===== config.mk =====
export PLATFORM = sky130hd
export DESIGN_NAME = sme_divider
export DESIGN_NICKNAME = d
export VERILOG_FILES = /design/src/hdl/sme_pkg.sv /design/src/hdl/sme_divider.sv
export SDC_FILE = /design/constraint.sdc
export NUM_CORES = 1
export LEC_CHECK = 0
export ABC_AREA = 0
export BUFFER_PORTS_ARGS = -buffer_cell sky130_fd_sc_hd__buf_2
export CORE_MARGIN = 3
export CORE_UTILIZATION = 50
export CTS_CLUSTER_DIAMETER = 50
export CTS_CLUSTER_SIZE = 10
export DETAILED_ROUTE_END_ITERATION = 7
export PLACE_DENSITY = 0.79
export SYNTH_ARGS = -nofsm -noshare
export SYNTH_HDL_FRONTEND = slang
export SYNTH_SLANG_ARGS = --single-unit

===== constraint.sdc =====
create_clock -name clk -period 3.4 [get_ports clk]
set_input_delay 0 -clock clk [delete_from_list [all_inputs] [get_ports clk]]
set_output_delay 0 -clock clk [all_outputs]
set_load 0.01 [all_outputs]

===== src/hdl/sme_pkg.sv =====
// shared types, opcodes and constants for the stack machine executor
package sme_pkg;

    localparam int STACK_DEPTH = 1024;
    localparam int CODE_DEPTH  = 4096;
    localparam int SAW         = $clog2(STACK_DEPTH);
    localparam int SPW         = $clog2(STACK_DEPTH + 1);
    localparam int PCW         = $clog2(CODE_DEPTH);

    typedef enum logic [3:0] {
        OP_LIT = 4'd0,  OP_LOD = 4'd1,  OP_STO = 4'd2,  OP_CAL = 4'd3,
        OP_INT = 4'd4,  OP_JMP = 4'd5,  OP_JPC = 4'd6,  OP_ADD = 4'd7,
        OP_SUB = 4'd8,  OP_MUL = 4'd9,  OP_DIV = 4'd10, OP_RED = 4'd11,
        OP_WRT = 4'd12, OP_RET = 4'd13
    } opcode_t;

    localparam logic [1:0] FAULT_NONE  = 2'd0;
    localparam logic [1:0] FAULT_DIV0  = 2'd1;
    localparam logic [1:0] FAULT_RANGE = 2'd2;

    // request to the divider and its answer
    typedef struct packed {
        logic        start;
        logic [31:0] dividend;
        logic [31:0] divisor;
    } div_req_t;

    typedef struct packed {
        logic        done;
        logic [31:0] quotient;
    } div_rsp_t;

endpackage


===== src/hdl/sme_divider.sv =====
// radix-2 restoring divider, signed, truncating toward zero
module sme_divider
    import sme_pkg::*;
(
    input  logic     clk,
    input  logic     rst_n,
    input  div_req_t req,
    output div_rsp_t rsp
);

    logic [31:0] quo_reg, quo_next;
    logic [32:0] rem_reg, rem_next;
    logic [31:0] dsr_reg, dsr_next;
    logic [5:0]  cnt_reg, cnt_next;
    logic        busy_reg, busy_next;
    logic        neg_reg, neg_next;
    logic        done_reg, done_next;
    logic [32:0] trial;

    always_comb
    begin
        quo_next  = quo_reg;
        rem_next  = rem_reg;
        dsr_next  = dsr_reg;
        cnt_next  = cnt_reg;
        busy_next = busy_reg;
        neg_next  = neg_reg;
        done_next = 1'b0;
        trial     = {rem_reg[31:0], quo_reg[31]} - {1'b0, dsr_reg};
        if (req.start)
        begin
            // load magnitudes
            quo_next  = req.dividend[31] ? (32'd0 - req.dividend) : req.dividend;
            dsr_next  = req.divisor[31] ? (32'd0 - req.divisor) : req.divisor;
            rem_next  = 33'd0;
            cnt_next  = 6'd32;
            busy_next = 1'b1;
            neg_next  = req.dividend[31] ^ req.divisor[31];
        end
        else if (busy_reg)
        begin
            // one quotient bit a cycle
            if (!trial[32])
            begin
                rem_next = trial;
                quo_next = {quo_reg[30:0], 1'b1};
            end
            else
            begin
                rem_next = {rem_reg[31:0], quo_reg[31]};
                quo_next = {quo_reg[30:0], 1'b0};
            end
            cnt_next = cnt_reg - 6'd1;
            if (cnt_reg == 6'd1)
            begin
                busy_next = 1'b0;
                done_next = 1'b1;
            end
        end
    end

    always_ff @(posedge clk or negedge rst_n)
    begin
        if (!rst_n)
        begin
            busy_reg <= 1'b0;
            done_reg <= 1'b0;
            cnt_reg  <= 6'd0;
        end
        else
        begin
            busy_reg <= busy_next;
            done_reg <= done_next;
            cnt_reg  <= cnt_next;
        end
    end

    always_ff @(posedge clk)
    begin
        quo_reg <= quo_next;
        rem_reg <= rem_next;
        dsr_reg <= dsr_next;
        neg_reg <= neg_next;
    end

    assign rsp.done     = done_reg;
    assign rsp.quotient = neg_reg ? (32'd0 - quo_reg) : quo_reg;

    a_done_after_busy: assert property (@(posedge clk) disable iff (!rst_n)
        done_reg |-> !busy_reg) else $error("divider done while busy");
    a_start_idle: assert property (@(posedge clk) disable iff (!rst_n)
        req.start |=> busy_reg) else $error("divider failed to start");
    a_count_busy: assert property (@(posedge clk) disable iff (!rst_n)
        busy_reg |-> cnt_reg != 6'd0) else $error("divider count ran out");

endmodule


==> results by group <==
Synth
  • Synth cell count leaders: 88 x nor2_1, 83 x xnor2_1, 65 x edfxtp_1
  • Async SR Flop Fraction: 0.07619
  • Synthesized Nets: 969
  • Synth area leader: edfxtp_1
  • Post-synth top flop: edfxtp_1
  • Most numerous cell in the Yosys netlist: nor2_1
  • Synth top area share: 0.2520
  • Avg Inst Size Synth: 8.964 µm²
  • Sequential-to-total area share from yosys stat: 0.3606
  • Synth Warn #: 0
  • Mapped Area: 7745 µm²
  • Syn Inst Count: 864
  • Top post-synthesis cells by area: edfxtp_1 25%, xnor2_1 9.4%, dfxtp_1 8.3%
  • Synth Register Bits: 105
  • Post-synth cell types: 63
  • Number of flops mapped to enable cells by yosys: 65

Run
  • Max-Cap Viols: 0

Timing
  • F_max: 303.6 MHz
  • Worst Tran Pin Value: 0.9579 ns
  • Final hold vios: 0
  • Final Cycle Share: 0.9687
  • Minimum clock period after layout: 3.293 ns
  • Final setup violation count: 0
  • Hold_ws: 0.005388 ns
  • Fin Setup TNS: 0 ns
  • Max-slew violation count: 0
  • Fin worst setup slack: 0.1065 ns
  • Slew HR: 0.3614
  • Post-Route Skew: 0.008132 ns

Power and ir drop
  • P_sw: 2615 µW
  • Leakage: 0.003802 µW
  • Clock power share: 0.174
  • Sw Share: 0.3947
  • P_int: 4010 µW
  • Pwr dens: 716.6 nW/µm²
  • Combinational share of power: 0.520
  • VDD IR-drop max: 385.1 µV
  • Part of the power in registers: 0.306

Die
  • I/O pin cnt: 100
  • Initial Util: 0.5210
  • Die span in y: 130.5 µm
  • Die Width: 130.5 µm
  • Number of core rows: 44
  • Core area: 14,860 µm²
  • DIE AREA: 17,020 µm²

Clock tree
  • Clock Latency Late Sink: 0.36 ns
  • Clock transition at path regs: 0.07 ns
  • # clock sinks: 105
  • Longest Clk Path Bufs: 2
  • Total CTS buffers: 9
  • Clock H-tree levels: 3
  • CTS tree: built
  • Clock Tree Root: clkbuf_16

Final layout
  • Layout Cells excl Fill: 1,174
  • Area delta synth->final: 19.37%
  • Net count, final: 1,090
  • Fill count: 1,220
  • Antenna fix cells: 0
  • Final core occ: 0.6220
  • Layout cells sized above 1: 0.1667

Worst setup path
  • Crit-path most repeated cell: or4_4
  • Crit path cell chain: or4_4 > or4_4 > or2_4 > or4_4 > or3_4 > o31ai_4 > xnor2_1 > buf_2
  • Worst setup path class: flip-flop to primary output
  • Reg2Reg Launch Point: quo_reg[31]$_DFFE_PP_
  • RR Endpoint: rem_reg[1]$_SDFFE_PP0P_
  • CP peak stage delay: 0.54 ns
  • Reg2reg path depth: 14
  • WP data arrival: 3.29 ns
  • CP max-delay cell: or4_4
  • Crit-path max FO: 5
  • Worst setup startpoint: quo_reg[13]$_DFFE_PP_
  • Crit start category: flip-flop
  • Critical Path RT: 3.40 ns
  • R2R setup slack: 0.16 ns
  • Setup crit end kind: primary output

Drt
  • Via count: 6,741
  • DRC viols: 0
  • Drt pass-1 iters: 5
  • Routed Antenna Nets: 0
  • Initial drt markers: 525
  • Drt total wl: 18,480 µm
  • Via density per instance: 5.742
  • Routed WL per cell: 15.74 µm

Global routing
  • Wire length of the first global-routing pass: 29,610 µm
  • All-Layer GR Usage: 0.2146
  • Grt ovf: 0
  • Initial antenna violation count: 0
  • Vias in the first global route: 6,238
  • Largest net degree at the start of global routing: 64

Placement
  • # port buffers: 99
  • HPWL Detailed: 13,280 µm
  • Gp weighted congestion: 0.9055
  • Placed Instances: 1,115
  • Dpl ws: 0.1150 ns

Worst hold path
  • HP Class: input port to asynchronous set/reset pin

Status
  • Status: completed
==> layer usage <==
layer / vias to the layer above / routed length [µm] / GRT usage
met5: - / 0 / 0
met4: 0 / 163 / 0.03811
met3: 16 / 1025 / 0.04228
met2: 205 / 8669 / 0.3633
met1: 3146 / 8623 / 0.2907
li1: 3374 / - / -
==> through the flow <==
stage | cell area, µm² | total power, µW
floorplan | 7745 | 4356
global placement | 8403 | 5109
detailed placement | 8403 | 5173
CTS | 9054 | 6382
global route | 9245 | 7092
finish | 9245 | 6625
==> power groups by stage <==
stage	sequential [µW]	combinational, µW	clock [µW]
2_1_floorplan	1920	2430	0
3_3_place_gp	2030	3080	0
3_5_place_dp	2040	3130	0
4_1_cts	2010	3190	1180
5_1_grt	2070	3790	1230
6_report	2030	3440	1150
==> repair_timing <==
item | CTS | global route
pin swaps | 0 | 4
hold endpoints to repair | 36 | 0
gates cloned | 0 | 2
resized for setup | 2 | 12
hold buffers | 28 | 0
setup endpoints to repair | 2 | 39
buffers inserted | 3 | 10
==> area by class of cell <==
| class | instances | area (µm²) | share of cell area |
|---|---|---|---|
| clock inverter | 5 | 63.81 | 0.006902 |
| sequential | 105 | 2793 | 0.3021 |
| timing repair buffer | 150 | 1011 | 0.1094 |
| inverter | 51 | 191.4 | 0.02071 |
| multi-input combinational | 668 | 4681 | 0.5063 |
| tap | 184 | 230.2 | 0.02490 |
| clock buffer | 11 | 275.3 | 0.02977 |
==> worst max-delay path by stage <==
stage,end,slack [ns],cells past startpoint
finish,rsp[24],0.11,8
global route,rem_reg[1]$_SDFFE_PP0P_,-0.02,14
CTS,rsp[24],0.006,8
detailed placement,rem_reg[1]$_SDFFE_PP0P_,0.12,13
global placement,rem_reg[1]$_SDFFE_PP0P_,0.16,13
floorplan,rem_reg[31]$_SDFFE_PP0P_,0.28,13
==> cells in the final DEF (no fill, tap or decap), drive strengths merged, types with 28 or more instances in the layout <==
| cell type | synthesis | layout |
|---|---|---|
| a21oi | 61 | 61 |
| nand2 | 60 | 60 |
| xor2 | 40 | 40 |
| o21ai | 48 | 48 |
| buf | 10 | 120 |
| dfxtp | 32 | 32 |
| mux2i | 29 | 29 |
| dlygate4sd3 | 0 | 28 |
| xnor2 | 84 | 84 |
| inv | 51 | 53 |
| edfxtp | 65 | 65 |
| o31ai | 30 | 30 |
| ha | 37 | 37 |
| nor2 | 88 | 88 |
==> cell families after synthesis <==
kind of cell	after synthesis	share of synthesized area
AOI/OAI and AO/OA	228	0.1935
xor gates and xnor gates	124	0.1412
adders and majority gates	38	0.06236
buffers and inverters	91	0.04620
DFF	105	0.3606
muxes	29	0.03748
and+or+nand+nor	249	0.1586
==> critical path: cells and delay by family, from the launching register on <==
family,cells,cell delay (ns)
XOR/XNOR,1,0.14
AO/OA/AOI/OAI,1,0.19
buffers and inverters,1,0.15
AND/OR/NAND/NOR,5,2.04
flip-flops,1,0.42
Power figures use the tool's default switching activity.
